### config.mk
export PLATFORM = sky130hd
export DESIGN_NAME = index_to_word_radix_expand
export DESIGN_NICKNAME = d
export VERILOG_FILES = /design/src/sv/itwre_pkg.sv /design/src/sv/index_to_word_radix_expand.sv /design/src/sv/itwre_divider.sv /design/src/sv/itwre_charset.sv
export SDC_FILE = /design/constraint.sdc
export NUM_CORES = 1
export LEC_CHECK = 0
export BUFFER_PORTS_ARGS = -buffer_cell sky130_fd_sc_hd__buf_2
export CORE_ASPECT_RATIO = 0.6
export CORE_MARGIN = 4
export CORE_UTILIZATION = 61
export DETAILED_ROUTE_END_ITERATION = 6
export MAX_ROUTING_LAYER = met4
export PLACE_DENSITY = 0.77
export SETUP_SLACK_MARGIN = 0.4
export SLEW_MARGIN = 20
export SYNTH_ARGS = -nofsm -noshare
export SYNTH_HDL_FRONTEND = slang
export SYNTH_SLANG_ARGS = --single-unit
### constraint.sdc
create_clock -name clock -period 4.7 [get_ports clock]
set_input_delay 0.705 -clock clock [delete_from_list [all_inputs] [get_ports clock]]
set_output_delay 0.705 -clock clock [all_outputs]
set_load 0.1 [all_outputs]
### src/sv/itwre_pkg.sv
// ----------------------------------------------------------------------------
// itwre_pkg
// Shared types and constants of the index-to-word expander.
// ----------------------------------------------------------------------------
package itwre_pkg;

   // default sizes
   localparam int MAX_CHARS_DEF = 64;
   localparam int MAX_LEN_DEF   = 16;

   // fixed field widths
   localparam int INDEX_W = 63;
   localparam int DIGIT_W = 7;
   localparam int LENGTH_W = 5;
   localparam int CHAR_W  = 8;
   localparam int POS_W   = 6;
   localparam int OUT_POS_W = 4;
   localparam int CSR_INDEX_W = 1;
   localparam int CSR_DATA_W = 7;
   localparam int REQ_DATA_W = 80;
   localparam int RSP_DATA_W = 16;

   // request kinds carried on tuser
   localparam logic FUNC_LOAD    = 1'b0;
   localparam logic FUNC_CONVERT = 1'b1;

   // register indexes
   localparam logic [CSR_INDEX_W-1:0] CSR_CHARSET_SIZE = 1'b0;
   localparam logic [CSR_INDEX_W-1:0] CSR_WORD_LENGTH  = 1'b1;

   typedef enum logic [1:0] {
      SEQ_IDLE,
      SEQ_DIVIDE,
      SEQ_READ,
      SEQ_PUSH
   } seq_state_type;

   typedef struct packed {
      logic                 done;
      logic [DIGIT_W-1:0]   remainder;
      logic [INDEX_W-1:0]   quotient;
   } div_result_type;

endpackage

### src/sv/index_to_word_radix_expand.sv
// ----------------------------------------------------------------------------
// index_to_word_radix_expand
// Turns a word index into charset characters by repeated division by the
// charset size; a load word writes one charset table entry.
//
//   channel  dir  handshake             payload
//   req      in   req_tvalid/tready     tuser: func; tdata: char_pos, char_value,
//                                       word_index
//   rsp      out  rsp_tvalid/tready     tdata: out_char, out_pos; tlast: last
//   csr      in   csr_we                csr_index, csr_wdata
//
// A load word writes one table entry as it is accepted. A convert word runs each
// character through 63 divider steps, done, table read and output load,
// using the bit-serial divider, which is shared by all characters of the word.
// The output register lets the next character's division run while a result
// waits; a stalled rsp side holds the sequencer only when that register is full.
// Reset is synchronous; it clears the sequencer and output valid and sets both csr registers to one.
// ----------------------------------------------------------------------------
module index_to_word_radix_expand #(
   parameter int MAX_CHARS = itwre_pkg::MAX_CHARS_DEF,
   parameter int MAX_LEN   = itwre_pkg::MAX_LEN_DEF
) (
   input  logic                                 clock,
   input  logic                                 reset,
   input  logic                                 req_tvalid,
   output logic                                 req_tready,
   // char_pos [5:0], char_value [13:6], word_index [76:14], zero fill
   input  logic [itwre_pkg::REQ_DATA_W-1:0]     req_tdata,
   // func [0]
   input  logic                                 req_tuser,
   output logic                                 rsp_tvalid,
   input  logic                                 rsp_tready,
   // out_char [7:0], out_pos [11:8], zero fill
   output logic [itwre_pkg::RSP_DATA_W-1:0]     rsp_tdata,
   output logic                                 rsp_tlast,
   input  logic                                 csr_we,
   input  logic [itwre_pkg::CSR_INDEX_W-1:0]    csr_index,
   input  logic [itwre_pkg::CSR_DATA_W-1:0]     csr_wdata
);

   localparam int ADDR_W = $clog2(MAX_CHARS);
   localparam int LEN_W  = $clog2(MAX_LEN + 1);
   localparam int PW     = (MAX_LEN > 1) ? $clog2(MAX_LEN) : 1;

   itwre_pkg::seq_state_type state_ff, state_in;

   logic [itwre_pkg::DIGIT_W-1:0]  size_ff;
   logic [itwre_pkg::LENGTH_W-1:0] length_ff;
   logic [PW-1:0]                  pos_ff, pos_in;

   logic                           rsp_valid_ff;
   logic [itwre_pkg::CHAR_W-1:0]   rsp_char_ff;
   logic [itwre_pkg::OUT_POS_W-1:0] rsp_pos_ff;
   logic                           rsp_last_ff;

   logic [itwre_pkg::POS_W-1:0]    char_pos;
   logic [itwre_pkg::CHAR_W-1:0]   char_value;
   logic [itwre_pkg::INDEX_W-1:0]  word_index;

   logic [itwre_pkg::DIGIT_W-1:0]  radix;
   logic [LEN_W-1:0]               length;
   logic                           req_fire;
   logic                           out_free;
   logic                           div_start;
   logic [itwre_pkg::INDEX_W-1:0]  dividend;
   itwre_pkg::div_result_type      div_res;
   logic                           wr_en;
   logic                           rd_en;
   logic                           load_out;
   logic [itwre_pkg::CHAR_W-1:0]   rd_data;

   assign char_pos   = req_tdata[5:0];
   assign char_value = req_tdata[13:6];
   assign word_index = req_tdata[76:14];

   // radix zero acts as one, radix and length saturate at the table sizes
   always_comb begin
      if (size_ff == '0) begin
         radix = itwre_pkg::DIGIT_W'(1);
      end else if (int'(size_ff) > MAX_CHARS) begin
         radix = itwre_pkg::DIGIT_W'(MAX_CHARS);
      end else begin
         radix = size_ff;
      end
      if (int'(length_ff) > MAX_LEN) begin
         length = LEN_W'(MAX_LEN);
      end else begin
         length = LEN_W'(length_ff);
      end
   end

   assign req_tready = (state_ff == itwre_pkg::SEQ_IDLE);
   assign req_fire   = req_tvalid && req_tready;
   assign out_free   = !rsp_valid_ff || rsp_tready;
   assign dividend   = (state_ff == itwre_pkg::SEQ_IDLE) ? word_index : div_res.quotient;

   always_comb begin
      state_in  = state_ff;
      pos_in    = pos_ff;
      div_start = 1'b0;
      wr_en     = 1'b0;
      rd_en     = 1'b0;
      load_out  = 1'b0;
      unique case (state_ff)
         itwre_pkg::SEQ_IDLE: begin
            if (req_fire) begin
               if (req_tuser == itwre_pkg::FUNC_LOAD) begin
                  wr_en = int'(char_pos) < MAX_CHARS;
               end else if (length != '0) begin
                  div_start = 1'b1;
                  pos_in    = PW'(length - 1'b1);
                  state_in  = itwre_pkg::SEQ_DIVIDE;
               end
            end
         end
         itwre_pkg::SEQ_DIVIDE: begin
            if (div_res.done) begin
               state_in = itwre_pkg::SEQ_READ;
            end
         end
         itwre_pkg::SEQ_READ: begin
            rd_en    = 1'b1;
            state_in = itwre_pkg::SEQ_PUSH;
         end
         itwre_pkg::SEQ_PUSH: begin
            // wait for a free output slot, then start on the next digit, or go idle after the last
            if (out_free) begin
               load_out = 1'b1;
               if (pos_ff == '0) begin
                  state_in = itwre_pkg::SEQ_IDLE;
               end else begin
                  pos_in    = pos_ff - 1'b1;
                  div_start = 1'b1;
                  state_in  = itwre_pkg::SEQ_DIVIDE;
               end
            end
         end
         default: begin
            state_in = itwre_pkg::SEQ_IDLE;
         end
      endcase
   end

   always_ff @(posedge clock) begin
      if (reset) begin
         state_ff  <= itwre_pkg::SEQ_IDLE;
         size_ff   <= itwre_pkg::DIGIT_W'(1);
         length_ff <= itwre_pkg::LENGTH_W'(1);
      end else begin
         state_ff <= state_in;
         if (csr_we) begin
            unique case (csr_index)
               itwre_pkg::CSR_CHARSET_SIZE: size_ff <= csr_wdata;
               itwre_pkg::CSR_WORD_LENGTH:
                  length_ff <= csr_wdata[itwre_pkg::LENGTH_W-1:0];
               default: ;
            endcase
         end
      end
   end

   always_ff @(posedge clock) begin
      pos_ff <= pos_in;
      if (load_out) begin
         rsp_char_ff <= rd_data;
         rsp_pos_ff  <= itwre_pkg::OUT_POS_W'(pos_ff);
         rsp_last_ff <= (pos_ff == '0);
      end
      if (reset) begin
         rsp_valid_ff <= 1'b0;
      end else if (load_out) begin
         rsp_valid_ff <= 1'b1;
      end else if (rsp_tready) begin
         rsp_valid_ff <= 1'b0;
      end
   end

   itwre_divider u_divider (
      .clock    (clock),
      .reset    (reset),
      .start    (div_start),
      .dividend (dividend),
      .divisor  (radix),
      .result   (div_res)
   );

   itwre_charset #(
      .DEPTH  (MAX_CHARS),
      .ADDR_W (ADDR_W)
   ) u_charset (
      .clock   (clock),
      .wr_en   (wr_en),
      .wr_addr (ADDR_W'(char_pos)),
      .wr_data (char_value),
      .rd_en   (rd_en),
      .rd_addr (ADDR_W'(div_res.remainder)),
      .rd_data (rd_data)
   );

   assign rsp_tvalid = rsp_valid_ff;
   assign rsp_tdata  = {{(itwre_pkg::RSP_DATA_W - itwre_pkg::OUT_POS_W
                          - itwre_pkg::CHAR_W){1'b0}}, rsp_pos_ff, rsp_char_ff};
   assign rsp_tlast  = rsp_last_ff;

endmodule

### src/sv/itwre_divider.sv
// ----------------------------------------------------------------------------
// itwre_divider
// Restoring divider, one quotient bit per cycle, 63-bit index by a 7-bit radix.
// ----------------------------------------------------------------------------
module itwre_divider (
   input  logic                          clock,
   input  logic                          reset,
   input  logic                          start,
   input  logic [itwre_pkg::INDEX_W-1:0] dividend,
   input  logic [itwre_pkg::DIGIT_W-1:0] divisor,
   output itwre_pkg::div_result_type     result
);

   localparam int CNT_W = $clog2(itwre_pkg::INDEX_W);
   localparam logic [CNT_W-1:0] LAST_STEP = CNT_W'(itwre_pkg::INDEX_W - 1);

   logic [itwre_pkg::INDEX_W-1:0] work_ff, work_in;
   logic [itwre_pkg::DIGIT_W-1:0] rem_ff, rem_in;
   logic [CNT_W-1:0]              count_ff, count_in;
   logic                          busy_ff, busy_in;
   logic                          done_ff, done_in;
   logic [itwre_pkg::DIGIT_W:0]   shifted;
   logic                          fits;

   assign shifted = {rem_ff, work_ff[itwre_pkg::INDEX_W-1]};
   assign fits    = shifted >= {1'b0, divisor};

   always_comb begin
      work_in  = work_ff;
      rem_in   = rem_ff;
      count_in = count_ff;
      busy_in  = busy_ff;
      done_in  = 1'b0;
      if (start) begin
         work_in  = dividend;
         rem_in   = '0;
         count_in = '0;
         busy_in  = 1'b1;
      end else if (busy_ff) begin
         // shift the next dividend bit into the remainder, quotient bit in at the bottom
         work_in  = {work_ff[itwre_pkg::INDEX_W-2:0], fits};
         rem_in   = fits ? itwre_pkg::DIGIT_W'(shifted - {1'b0, divisor})
                         : shifted[itwre_pkg::DIGIT_W-1:0];
         count_in = count_ff + 1'b1;
         if (count_ff == LAST_STEP) begin
            busy_in = 1'b0;
            done_in = 1'b1;
         end
      end
   end

   always_ff @(posedge clock) begin
      work_ff  <= work_in;
      rem_ff   <= rem_in;
      count_ff <= count_in;
      if (reset) begin
         busy_ff <= 1'b0;
         done_ff <= 1'b0;
      end else begin
         busy_ff <= busy_in;
         done_ff <= done_in;
      end
   end

   assign result.done      = done_ff;
   assign result.remainder = rem_ff;
   assign result.quotient  = work_ff;

endmodule

### src/sv/itwre_charset.sv
// ----------------------------------------------------------------------------
// itwre_charset
// Charset table: one write port, one registered read port.
// ----------------------------------------------------------------------------
module itwre_charset #(
   parameter int DEPTH  = itwre_pkg::MAX_CHARS_DEF,
   parameter int ADDR_W = $clog2(itwre_pkg::MAX_CHARS_DEF)
) (
   input  logic                         clock,
   input  logic                         wr_en,
   input  logic [ADDR_W-1:0]            wr_addr,
   input  logic [itwre_pkg::CHAR_W-1:0] wr_data,
   input  logic                         rd_en,
   input  logic [ADDR_W-1:0]            rd_addr,
   output logic [itwre_pkg::CHAR_W-1:0] rd_data
);

   logic [itwre_pkg::CHAR_W-1:0] mem [DEPTH];
   logic [itwre_pkg::CHAR_W-1:0] rd_data_ff;

   always_ff @(posedge clock) begin
      if (wr_en) begin
         mem[wr_addr] <= wr_data;
      end
      // hold the read word until the next read
      if (rd_en) begin
         rd_data_ff <= mem[rd_addr];
      end
   end

   assign rd_data = rd_data_ff;

endmodule
# Yosys cells after proc, flatten, opt, wreduce, memory -nomap -nowiden
# Memories as Yosys holds them, arrays and structs flattened. A register that Yosys moved wholly into a read port is not among the register bits.
# Index checks and enable logic that the tools add are counted.
dict set report totals {
  ff_bits 110
  latch_bits 0
  mem_bits_rw 512
  romBits 0
  in_bits 94
  output_inout_bits 19
  elab_cells 90
  n_memories 1
}
# name depth width rd rd_ports_with_merged_regs wr line
set memory_table {}
lappend memory_table {u_charset.mem 64 8 1 1 1 itwre_charset.sv:18} ;# logic [itwre_pkg::CHAR_W-1:0] mem [DEPTH];
dict set report op_classes {
  add_sub_neg 4
  mul 0
  n_div 0
  n_lt_le_gt_ge 3
  n_eq_ne 11
  shifts 0
  mux 40
  bitwise 2
  reduce_logical 16
}
# operator count
set ops {}
lappend ops {{$mux W63} 3}
lappend ops {{$mux W7} 3}
lappend ops {{$mux W1} 20}
lappend ops {{$mux W4} 5}
lappend ops {{$mux W2} 5}
lappend ops {{$ge A8 B7 Y1} 1}
lappend ops {{$ne A2 B1 Y1 const B} 4}
lappend ops {{$pmux W2 S4} 1}
lappend ops {{$pmux W4 S2} 1}
lappend ops {{$sub A4 B1 Y4 const B} 2}
lappend ops {{$gt A7 B7 Y1 const B} 1}
lappend ops {{$logic_not A7 Y1} 1}
lappend ops {{$sub A7 B7 Y7} 1}
lappend ops {{$add A6 B1 Y6 const B} 1}
lappend ops {{$eq A6 B6 Y1 const B} 1}
lappend ops {{$ne A2 B2 Y1 const B} 3}
lappend ops {{$reduce_and A2 Y1} 3}
lappend ops {{$reduce_and A6 Y1} 1}
lappend ops {{$reduce_bool A2 Y1} 3}
lappend ops {{$gt A5 B5 Y1 const B} 1}
lappend ops {{$mux W5} 1}
lappend ops {{$reduce_and A5 Y1} 1}
lappend ops {{$reduce_bool A5 Y1} 1}
lappend ops {{$eq A2 B2 Y1 const B} 2}
lappend ops {{9 further kinds} 10}

# Depth between registers and ports, before layout
# Gate-level depths: netlist (run 1).
dict set report logic_depth {
  word_depth 9
  ltp_mapped 10
  mapped_depth_nobuf 10
}

# Modules after synthesis
# From an unflattened synthesis (run 1), not the netlist that was laid out.
dict set report hier_totals {
  cells_unflattened 1419
  hier_area_um2 26201.4
}
# module n_inst cells_per_inst area_each_um2 seq_area_each_um2
set modules_own_cells {}
lappend modules_own_cells {itwre_charset 1 940 20246.9 15615.0}
lappend modules_own_cells {itwre_divider 1 275 3796.1 2192.1}
lappend modules_own_cells {index_to_word_radix_expand 1 204 2158.3 810.8}

# Worst setup path before layout (run 1)
# Ideal clock, no wire load.
dict set report synth_path {
  path_type {register to register}
  from {register state_ff[0]}
  to {register u_divider.work_ff[0] (netlist name), enable pin}
  setup_time_ns 0.422
  arrival_ns 3.857
  required_time_ns 4.278
  setup_slack_ns 0.420
  path_stages_with_launch 9
  n_path_buf 2
  synth_period_minus_slack_ns 4.280
  path_cell_list {dfxtp_1 -> inv_1 -> ha_1 -> o2111ai_1 -> a21oi_1 -> buf_2 -> buf_2 -> nand2_1 -> nand2_1}
}
dict set report synth_between {
  elab_chain_cells 6
  word_cells_on_any_way 8
  classes_between {eq/ne: 2; mux: 2; reduce/logical: 4}
}
# element line
set synth_lines {}
lappend synth_lines {{from (decl)} index_to_word_radix_expand.sv:45} ;# itwre_pkg::seq_state_type state_ff, state_in;
lappend synth_lines {{from (signal assigned)} index_to_word_radix_expand.sv:146} ;# state_ff <= itwre_pkg::SEQ_IDLE;
lappend synth_lines {{from (signal assigned)} index_to_word_radix_expand.sv:150} ;# state_ff <= state_in;
lappend synth_lines {{$logic_not A2 Y1 *} index_to_word_radix_expand.sv:92} ;# assign req_tready = (state_ff == itwre_pkg::SEQ_IDLE);
lappend synth_lines {{net req_tready} index_to_word_radix_expand.sv:26} ;# output logic req_tready,
lappend synth_lines {{$logic_and A1 B1 Y1} index_to_word_radix_expand.sv:93} ;# assign req_fire = req_tvalid && req_tready;
lappend synth_lines {{$mux W1} index_to_word_radix_expand.sv:106} ;# if (req_fire) begin
lappend synth_lines {{$pmux W1 S2} index_to_word_radix_expand.sv:104} ;# unique case (state_ff)
lappend synth_lines {{$ne A2 B2 Y1 (no source line) or $reduce_bool A2 Y1 (tied branches)} n/a}
lappend synth_lines {{$reduce_and A2 Y1 (no source line) *} n/a}
lappend synth_lines {{to (signal assigned)} itwre_divider.sv:53} ;# work_ff <= work_in;
lappend synth_lines {{to (decl)} itwre_divider.sv:17} ;# logic [itwre_pkg::INDEX_W-1:0] work_ff, work_in;
# Mark *: on every way through the listed nets, which the timed path passes. The rest lies on a longest branch.
# A chain may end at the register's enable or synchronous reset.

# Worst setup path after layout (run 1)
dict set report layout_path {
  from {register state_ff[0]}
  to {memory u_charset.mem[39][4] (netlist name), enable pin}
}
dict set report layout_between {
  elab_chain_cells 6
}
# element line
set layout_lines {}
lappend layout_lines {{$logic_not A2 Y1 *} {index_to_word_radix_expand.sv:92, index_to_word_radix_expand.sv:104}}
lappend layout_lines {{$logic_and A1 B1 Y1} index_to_word_radix_expand.sv:93}
lappend layout_lines {{$mux W1} index_to_word_radix_expand.sv:106}
lappend layout_lines {{$mux W1 *} index_to_word_radix_expand.sv:104}
lappend layout_lines {{$mux W1 *} itwre_charset.sv:22} ;# if (wr_en) begin
lappend layout_lines {{$mux W1 (implied by the code) *} itwre_charset.sv:23} ;# mem[wr_addr] <= wr_data;
lappend layout_lines {{to (decl)} itwre_charset.sv:18}
# Every way passes the cells marked *; elsewhere a longest branch is shown, timed or not.

==> run metrics, run 1 <==
asr flop ratio synth 0%; Filler Cell Count 2502; DP HPWL 32410 µm; CTS tree yes; layout cells sized above 1 26.45%; initial antenna violation count 2; min-delay src csr_wdata[0]; final instance area 27930 µm²; remaining global-route overflow 0; sequential fraction of the synthesis area 74.06%; WS Path Type reg -> reg; 1st-iter DRT viols 1715; Highest Signal Layer met4; die span in y 165.2 µm; crit end category flip-flop; Power Dens Cells 538.7 nW/µm²; CP Launch Type flip-flop; Layout Cells excl Fill 1996; Worst-path clk slew 60 ps; WHS Endpoint size_ff[0]; YS warnings 0; Die X 270.1 µm; area occupied by multi-input gates 6117 µm²; Final setup viols 0; Worst EP required 4900 ps; Nets 1530; R2R Path End u_charset.mem[39][4]; Arr. time, crit path 3890 ps; worst r2r src state_ff[0]; core region area 40580 µm²; # resized after CTS 0; gpl congestion 0.8825; R2R cell count 6; vias per cell 6.440; Mapped Cells 1304; Hold-fix buffers, CTS 0; outcome finished clean; die area 44630 µm²; gr usage total 24.95%; Tmin final 3681 ps; Post-synth EDFFs 600; Area growth, synth to finish 11.12%; via count 12860; Antenna Nets Post-Route 0; DR DRC count 0; clk_lat worst skew 590 ps; routed len/inst 26.85 µm; register area 18630 µm²; number of global-route vias before repair 12630; Rows 57; Sink Count 630; Static Leak 8.852 nW; Final Cycle Share 78.32%; relative slew slack 24.23%; Final Skew 21.31 ps; first-pass GRT wire length 80410 µm; syn_area_per_cell 19.28 µm²; clk root buf clkbuf_16; final WL 53600 µm; Slew @ Worst Pin 1135 ps; Max Slew Vio Count 0; final setup margin 1019 ps; Hold WC Path Type in -> reg; dpl cells 1896; Synth Flop Type edfxtp_1; H-tree depth 2; FF+latch count, synth 630; PortBufs 105; TNS Setup 0 ps; Placed Instance Area 26170 µm²; RSZ-0062 raised after global routing false; CTS buffer count 54; WL met2 23200 µm; pre-CTS setup slack 1142 ps; Post-Syn Area 25140 µm²; I/O Pins 113; maxcap violations 0; 1st-pass router iterations 5; M1 wire length 22870 µm; Synth cell types 58; flop-to-flop setup slack 1020 ps; Fin. Hold Viols 0; Post-CTS Setup Bufs 0; Fmax 271.7 MHz; largest net degree at the start of global routing 80; Crit Path Max Fanout 9; worst vdd ir 0.3247 mV; met3 wire length 6397 µm; Initial Utilization 61.95%; WHS Path Cells 3; deepest clock path buffer count 3
==> critical path: stages, from the launching register on <==
cell	delay, ps
dfxtp_1	330
inv_1	110
ha_1	360
nand2_1	120
nor3b_1	720
nand3_1	760
nor2_1	900
==> sequential cells by signal (all words and copies together) (netlist names), 2 cells and up <==
register and count:
u_divider.work_ff 63, pos_ff 4, state_ff 2, u_charset.rd_data 8, size_ff 7, rsp_char_ff 8, length_ff 5, rsp_pos_ff 4
u_divider.rem_ff 7, u_divider.count_ff 6, u_charset.mem 512
==> where the power goes <==
group | switching, W | internal, W
logic | 0.00202 | 0.00155
clock network | 0.00195 | 0.00248
registers | 0.000371 | 0.00667
total | 0.00435 | 0.0107
==> stage by stage <==
step / total power (W) / utilization [%] / hold slack, ps
floorplan: 0.009565 / - / 400.3
global placement: 0.01056 / 64.50 / 410.0
detailed placement: 0.01066 / 64.50 / 409.8
CTS: 0.01505 / 68.78 / 345.3
global route: 0.01567 / 68.83 / 371.0
finish: 0.01505 / 68.84 / 357.5
==> routing by layer <==
metal,up-vias,track usage (%)
li1,5529,-
met1,6476,38.42
met2,755,34.14
met3,95,6.513
met4,0,5.440
met5,-,-
==> cells by family (layout without fill, tap and decap cells) <==
group                      after synthesis  count (layout)  share of synthesized area (%)
DFF                                    630             630                          74.06
adders and majority gates               15              15                         0.7765
xor gates and xnor gates                 8               8                         0.2787
muxes                                  216             216                          15.67
buffers and inverters                   81             237                          1.712
and+or+nand+nor                        238             238                          4.335
AOI/OAI and AO/OA                      115             115                          3.146
other                                    1               6                        0.01492
==> layout by cell type (no fill, tap or decap), drive strengths merged, types with 4 or more instances in the layout <==
cell     instances
edfxtp         600
mux4           131
buf            125
nor2            99
mux2            69
clkbuf          66
nand2           53
dfxtp           30
a21oi           27
clkinv          23
nand3           21
mux2i           16
o21ai           16
nor3            15
inv             15
ha              14
nor2b           11
nand2b           9
a22oi            9
o22ai            9
nor3b            7
a221oi           7
o2111ai          6
a22o             6
nand3b           6
a211oi           5
o211ai           5
bufinv           5
xor2             4
xnor2            4
a311oi           4
conb             4
==> how the worst max path moves through the flow <==
stage / from / end / slack, ps
after CTS: state_ff[0] / u_charset.mem[39][4] / 1090
after detailed placement: state_ff[0] / u_charset.mem[39][2] / 1140
after global routing: state_ff[0] / u_charset.mem[39][7] / 760
after floorplan: state_ff[0] / u_divider.work_ff[0] / 420
final: state_ff[0] / u_charset.mem[39][4] / 1020
after global placement: req_tvalid / u_charset.mem[55][4] / 1230
==> final cells by class <==
cell class	instances	share of cell area, %
Sequential cell	630	66.69
Multi-Input combinational cell	596	21.90
Clock buffer	66	5.227
Timing Repair Buffer	125	2.607
Tap cell	531	2.378
Clock inverter	32	0.9944
Inverter	14	0.1881
Antenna cell	2	0.01792
==> synthesized netlist by cell type, types with 4 or more instances <==
cell type | count | share of area (%)
a211oi_1 | 5 | 0.15
mux2_1 | 9 | 0.40
mux2i_1 | 16 | 0.64
o22ai_1 | 9 | 0.22
nand2b_1 | 9 | 0.22
nor3_1 | 15 | 0.30
nand2_1 | 53 | 0.79
o21ai_0 | 15 | 0.30
xnor2_1 | 4 | 0.14
clkbuf_1 | 25 | 0.37
xor2_1 | 4 | 0.14
inv_1 | 14 | 0.21
dfxtp_1 | 30 | 2.4
mux2_2 | 60 | 2.7
edfxtp_1 | 600 | 72
o2111ai_1 | 6 | 0.21
a22o_1 | 6 | 0.21
nand3_1 | 21 | 0.42
buf_2 | 26 | 0.52
o211ai_1 | 5 | 0.15
a311oi_1 | 4 | 0.14
buf_6 | 6 | 0.27
buf_4 | 7 | 0.21
nor2b_1 | 11 | 0.27
mux4_2 | 117 | 10
ha_1 | 14 | 0.70
nand3b_1 | 6 | 0.18
a22oi_1 | 9 | 0.27
nor2_1 | 99 | 1.5
a21oi_1 | 27 | 0.54
mux4_1 | 14 | 1.5
nor3b_1 | 7 | 0.21
a221oi_1 | 7 | 0.24
Note: power is estimated with default switching activity, not from simulation.
==> run 2: changes to the inputs <==
==> constraint.sdc (replaced) <==
create_clock -name clock -period 3.6 [get_ports clock]
set_input_delay 0.54 -clock clock [delete_from_list [all_inputs] [get_ports clock]]
set_output_delay 0.54 -clock clock [all_outputs]
set_load 0.1 [all_outputs]
==> run 2 against run 1 <==
Against the previous run: via count grew 3.8%; clock-buffer cell count grew 5; combinational power grew 39%; first-iteration DRC count grew 8.0%; non-clock buffer count grew 83; global-route usage grew 0.66 points.
==> run metrics, run 2 (same netlist as run 1, synthesis figures left out) <==
outcome finished clean (unchanged); Largest regs u_charset.mem: 512 flops, u_divider.work_ff: 63 flops (unchanged); Worst Setup SP u_divider.rem_ff[0] (was state_ff[0]); number of global-route vias before repair 13030 (was 12630); WS Path Type reg -> reg (unchanged); die area 44630 µm² (unchanged); final WL 55550 µm (was 53600 µm); Tmin final 2904 ps (was 3681 ps); DP HPWL 35800 µm (was 32410 µm); Initial Utilization 61.95% (unchanged); Final setup viols 0 (unchanged); Crit Path Max Fanout 47 (was 9); layout cells sized above 1 30.49% (was 26.45%); deepest clock path buffer count 3 (unchanged); clk root buf clkbuf_16 (unchanged); final core occ 70.45% (was 68.84%); largest net degree at the start of global routing 80 (unchanged); vias per cell 6.427 (was 6.440); Slew @ Worst Pin 1106 ps (was 1135 ps); register area 18630 µm² (unchanged); maxcap violations 0 (unchanged); gr usage total 25.62% (was 24.95%); R2R Path End u_charset.rd_data[4] (was u_charset.mem[39][4]); flop-to-flop setup slack 700 ps (was 1020 ps); relative slew slack 26.27% (was 24.23%); R2R cell count 5 (was 6); Filler Cell Count 2448 (was 2502); 1st-iter DRT viols 1852 (was 1715); most frequent cells in the layout 600 x edfxtp_1, 117 x mux4_2, 104 x buf_2, 99 x nor2_1, 98 x buf_4 (was 600 x edfxtp_1, 117 x mux4_2, 99 x buf_2, 98 x nor2_1, 60 x mux2_2); Rows 57 (unchanged); remaining global-route overflow 0 (unchanged); CTS tree yes (unchanged); WHS Path Cells 3 (unchanged); Hold WC Path Type in -> reg (unchanged); Worst-path clk slew 60 ps (about the same); Max Slew Vio Count 0 (unchanged); Largest register FFs 512 (unchanged); TNS Setup 0 ps (unchanged); first-pass GRT wire length 82510 µm (was 80410 µm); crit path capture u_charset.rd_data[4] (was u_charset.mem[39][4]); Die X 270.1 µm (unchanged); core region area 40580 µm² (unchanged); worst vdd ir 0.4135 mV (was 0.3247 mV); most common cell after layout, fill and taps aside edfxtp_1 (unchanged); Fin. Hold Viols 0 (unchanged); Layout Cells excl Fill 2077 (was 1996); CTS buffer count 53 (was 54); H-tree depth 2 (unchanged); Antenna Nets Post-Route 0 (unchanged); RSZ-0062 raised after global routing false (unchanged); Arr. time, crit path 3110 ps (was 3890 ps); Hold Worst Slack 191.0 ps (was 357.5 ps); crit end category flip-flop (unchanged); Post-CTS Setup Bufs 0 (unchanged); PortBufs 105 (unchanged); I/O Pins 113 (unchanged); die span in y 165.2 µm (unchanged); Sink Count 630 (unchanged); gpl congestion 0.8997 (was 0.8825); Biggest register u_charset.mem (unchanged); area occupied by multi-input gates 6132 µm² (was 6117 µm²); initial antenna violation count 1 (was 2); Fmax 344.4 MHz (was 271.7 MHz); dpl cells 1979 (was 1896); clk_lat worst skew 590 ps (about the same); DR DRC count 0 (unchanged); routed len/inst 26.75 µm (was 26.85 µm); Static Leak 9.299 nW (was 8.852 nW); Final Skew 18.76 ps (was 21.31 ps); Worst EP required 3810 ps (was 4900 ps); Power Dens Cells 692.5 nW/µm² (was 538.7 nW/µm²); Final Cycle Share 80.66% (was 78.32%); via count 13350 (was 12860); Nets 1612 (was 1530); worst r2r src u_divider.rem_ff[0] (was state_ff[0]); CP Launch Type flip-flop (unchanged); Area growth, synth to finish 13.72% (was 11.12%); 1st-pass router iterations 5 (unchanged)
## run 2: routing by layer
metal / vias up / routed length, µm / GRT usage (%)
met5: - / 0 / -
met4: 0 / 877 / 4.724
li1: 5706 / - / -
met3: 83 / 6466 / 6.498
met2: 739 / 24470 / 35.81
met1: 6820 / 23740 / 39.29
## run 2: final cells by class
| class | count | area share [%] |
|---|---|---|
| clock buffers | 71 | 5.095 |
| flip-flops and latches | 630 | 65.17 |
| multi-input cells | 596 | 21.45 |
| inverters | 14 | 0.1838 |
| repair buffers | 208 | 4.814 |
| clock inverters | 26 | 0.9585 |
| well taps | 531 | 2.324 |
| diodes | 1 | 0.008754 |
## run 2: how the worst min path moves through the flow
stage | startpoint | endpoint | slack [ps]
2_1_floorplan | u_charset.rd_data[0] | rsp_char_ff[0] | 400
3_3_place_gp | u_charset.rd_data[3] | rsp_char_ff[3] | 410
3_5_place_dp | u_charset.rd_data[3] | rsp_char_ff[3] | 410
4_1_cts | csr_wdata[0] | size_ff[0] | 160
5_1_grt | csr_wdata[0] | size_ff[0] | 190
6_report | csr_wdata[0] | size_ff[0] | 190
## run 2: critical path, stage by stage (launching register included)
cell and delay (ps):
dfxtp_4 430, buf_12 350, mux4_2 560, a22o_1 260
a221oi_1 440, o221ai_1 410
## run 2: metrics by stage
stage / area (µm²) / worst slack, ps / total power, W
global route: 28590 / 594.1 / 0.02056
detailed placement: 26840 / 694.4 / 0.01406
CTS: 28570 / 637.9 / 0.01981
floorplan: 25160 / 591.5 / 0.01248
global placement: 26840 / 782.5 / 0.01389
finish: 28590 / 696.1 / 0.01980
## run 2: timing repair
item                       in CTS  in global routing
hold buffers                    0                  0
setup endpoints to repair       0                  8
resized for setup               0                  2
## run 2: power by group
part	internal (W)	switching, W
combinational	0.00209	0.00286
clock	0.00327	0.00252
sequential	0.00871	0.000348
total	0.0141	0.00573
==> run 3: changes to the inputs <==
==> constraint.sdc (replaced) <==
create_clock -name clock -period 2.9 [get_ports clock]
set_input_delay 0.435 -clock clock [delete_from_list [all_inputs] [get_ports clock]]
set_output_delay 0.435 -clock clock [all_outputs]
set_load 0.1 [all_outputs]
==> run 3 against run 2 <==
Against the previous run: via count up 3.7%; hold slack worse by 110 ps; global-route usage up 1.6 points; final cell count up 2.6%; critical path depth up 3; cell area up 2.7%; power up 30%; sequential power up 23%; largest cell class unchanged.
==> run metrics, run 3 (same netlist as run 1, synthesis figures left out) <==
outcome finished clean (unchanged); crit end category flip-flop (unchanged); Largest regs u_charset.mem: 512 flops, u_divider.work_ff: 63 flops (unchanged); Flop pwr share 43.4% (was 45.7%); PortBufs 105 (unchanged); Fin. Hold Viols 0 (unchanged); 1st-pass router iterations 5 (unchanged); Max Slew Vio Count 0 (unchanged); gpl congestion 0.9127 (was 0.8997); DR DRC count 0 (unchanged); worst vdd ir 0.6609 mV (was 0.4135 mV); vias per cell 6.494 (was 6.427); CTS tree yes (unchanged); DP HPWL 36390 µm (was 35800 µm); NetSw 0.007676 W (was 0.005731 W); Static Leak 9.682 nW (was 9.299 nW); Area growth, synth to finish 16.76% (was 13.72%); Nets 1666 (was 1612); Final setup viols 0 (unchanged); final WL 59500 µm (was 55550 µm); Crit Path Max Fanout 16 (was 47); RSZ-0062 raised after global routing true (was false); Biggest register u_charset.mem (unchanged); clk root buf clkbuf_16 (unchanged); Antenna Nets Post-Route 0 (unchanged); most common cell after layout, fill and taps aside edfxtp_1 (unchanged); Sink Count 630 (unchanged); routed len/inst 27.92 µm (was 26.75 µm); I/O Pins 113 (unchanged); clk_lat worst skew 590 ps (about the same); Fmax 402.2 MHz (was 344.4 MHz); CTS buffer count 53 (unchanged); Rows 57 (unchanged); relative slew slack 45.70% (was 26.27%); initial antenna violation count 3 (was 1); power share of the combinational group 29.2% (was 25.0%); register area 18640 µm² (was 18630 µm²); first-pass GRT wire length 86810 µm (was 82510 µm); die area 44630 µm² (unchanged); die span in y 165.2 µm (unchanged); deepest clock path buffer count 3 (unchanged); clock share of power 27.4% (was 29.2%); flop-to-flop setup slack 410 ps (was 700 ps); largest net degree at the start of global routing 65 (was 80); Final Skew 21.40 ps (was 18.76 ps); Power Dens Cells 874.2 nW/µm² (was 692.5 nW/µm²); Worst-path clk slew 70 ps (was 60 ps); Initial Utilization 61.95% (unchanged); WS Path Type reg -> reg (unchanged); Largest register FFs 512 (unchanged); Final Cycle Share 85.74% (was 80.66%); TNS Setup 0 ps (unchanged); most frequent cells in the layout 600 x edfxtp_1, 135 x buf_4, 118 x mux4_2, 105 x buf_2, 96 x nor2_1 (was 600 x edfxtp_1, 117 x mux4_2, 104 x buf_2, 99 x nor2_1, 98 x buf_4); maxcap violations 0 (unchanged); core region area 40580 µm² (unchanged); Tmin final 2486 ps (was 2904 ps); via count 13840 (was 13350); number of global-route vias before repair 13530 (was 13030); CP Launch Type flip-flop (unchanged); layout cells sized above 1 35.50% (was 30.49%); final core occ 72.33% (was 70.45%); remaining global-route overflow 0 (unchanged); Worst EP required 3200 ps (was 3810 ps); Pint 0.01798 W (was 0.01407 W); Filler Cell Count 2319 (was 2448); gr usage total 27.25% (was 25.62%); 1st-iter DRT viols 2015 (was 1852); Arr. time, crit path 2780 ps (was 3110 ps); area occupied by multi-input gates 6365 µm² (was 6132 µm²); H-tree depth 2 (unchanged); Slew @ Worst Pin 814.6 ps (was 1106 ps); Tot Pwr 0.02566 W (was 0.01980 W); sw frac 29.91% (was 28.95%); Hold WC Path Type in -> reg (unchanged); Die X 270.1 µm (unchanged)
==> run 3: worst paths after layout <==
path	startpoint	end	cells past startpoint
worst min-delay path	csr_wdata[0]	size_ff[0]	3
worst max-delay path	u_divider.rem_ff[0]	u_charset.rd_data[3]	8
worst max register to register	u_divider.rem_ff[0]	u_charset.rd_data[3]	8
worst min register to register	u_charset.rd_data[7]	rsp_char_ff[7]	0
==> run 3: critical path: stages, from the launching register on <==
cell	delay [ps]
dfxtp_4	400
buf_4	140
buf_16	180
buf_4	210
mux4_2	540
mux2i_2	250
o22ai_1	160
a21oi_2	170
nand3_2	130
==> run 3: power groups by stage <==
stage                     sequential [W]  clock, W  combinational, W
after floorplan                   0.0112         0           0.00434
after detailed placement          0.0113         0           0.00643
after global placement            0.0113         0           0.00627
final                             0.0111   0.00704           0.00749
after global routing              0.0112   0.00753           0.00788
after CTS                         0.0111   0.00709           0.00701
==> run 3: per-layer routing <==
metal	GRT usage [%]	wire length, µm	vias up
met5	-	0	-
met4	5.846	1256	0
met3	9.502	8027	103
met2	37.59	25880	862
met1	40.03	24330	7069
li1	-	-	5804
==> run 3: stage by stage <==
step           setup WS, ps  std cells  hold slack (ps)  cell area [µm²]
2_1_floorplan         424.8       1307            400.3            25180
3_3_place_gp          325.2       2005            410.3            27110
3_5_place_dp          244.1       2005            404.5            27110
4_1_cts               386.3       2115            60.05            29100
5_1_grt               333.4       2131            71.07            29350
6_report              413.7       2131            85.75            29350
==> run 3: timing repair <==
action                                  in CTS  in global routing
hold buffers                                 0                  0
resized for setup                           21                 38
pin swaps                                    9                  6
endpoints found under the setup margin      76                161
cloned                                       5                  1
setup buffers                               10                 12
==> run 3: area by class of cell <==
class	instances	share of cell area [%]
Sequential cell	630	63.49
Multi-Input combinational cell	599	21.68
Timing Repair Buffer	259	6.637
Clock buffer	70	4.949
Tap cell	531	2.264
Clock inverter	25	0.7716
Inverter	14	0.1790
Antenna cell	3	0.02558
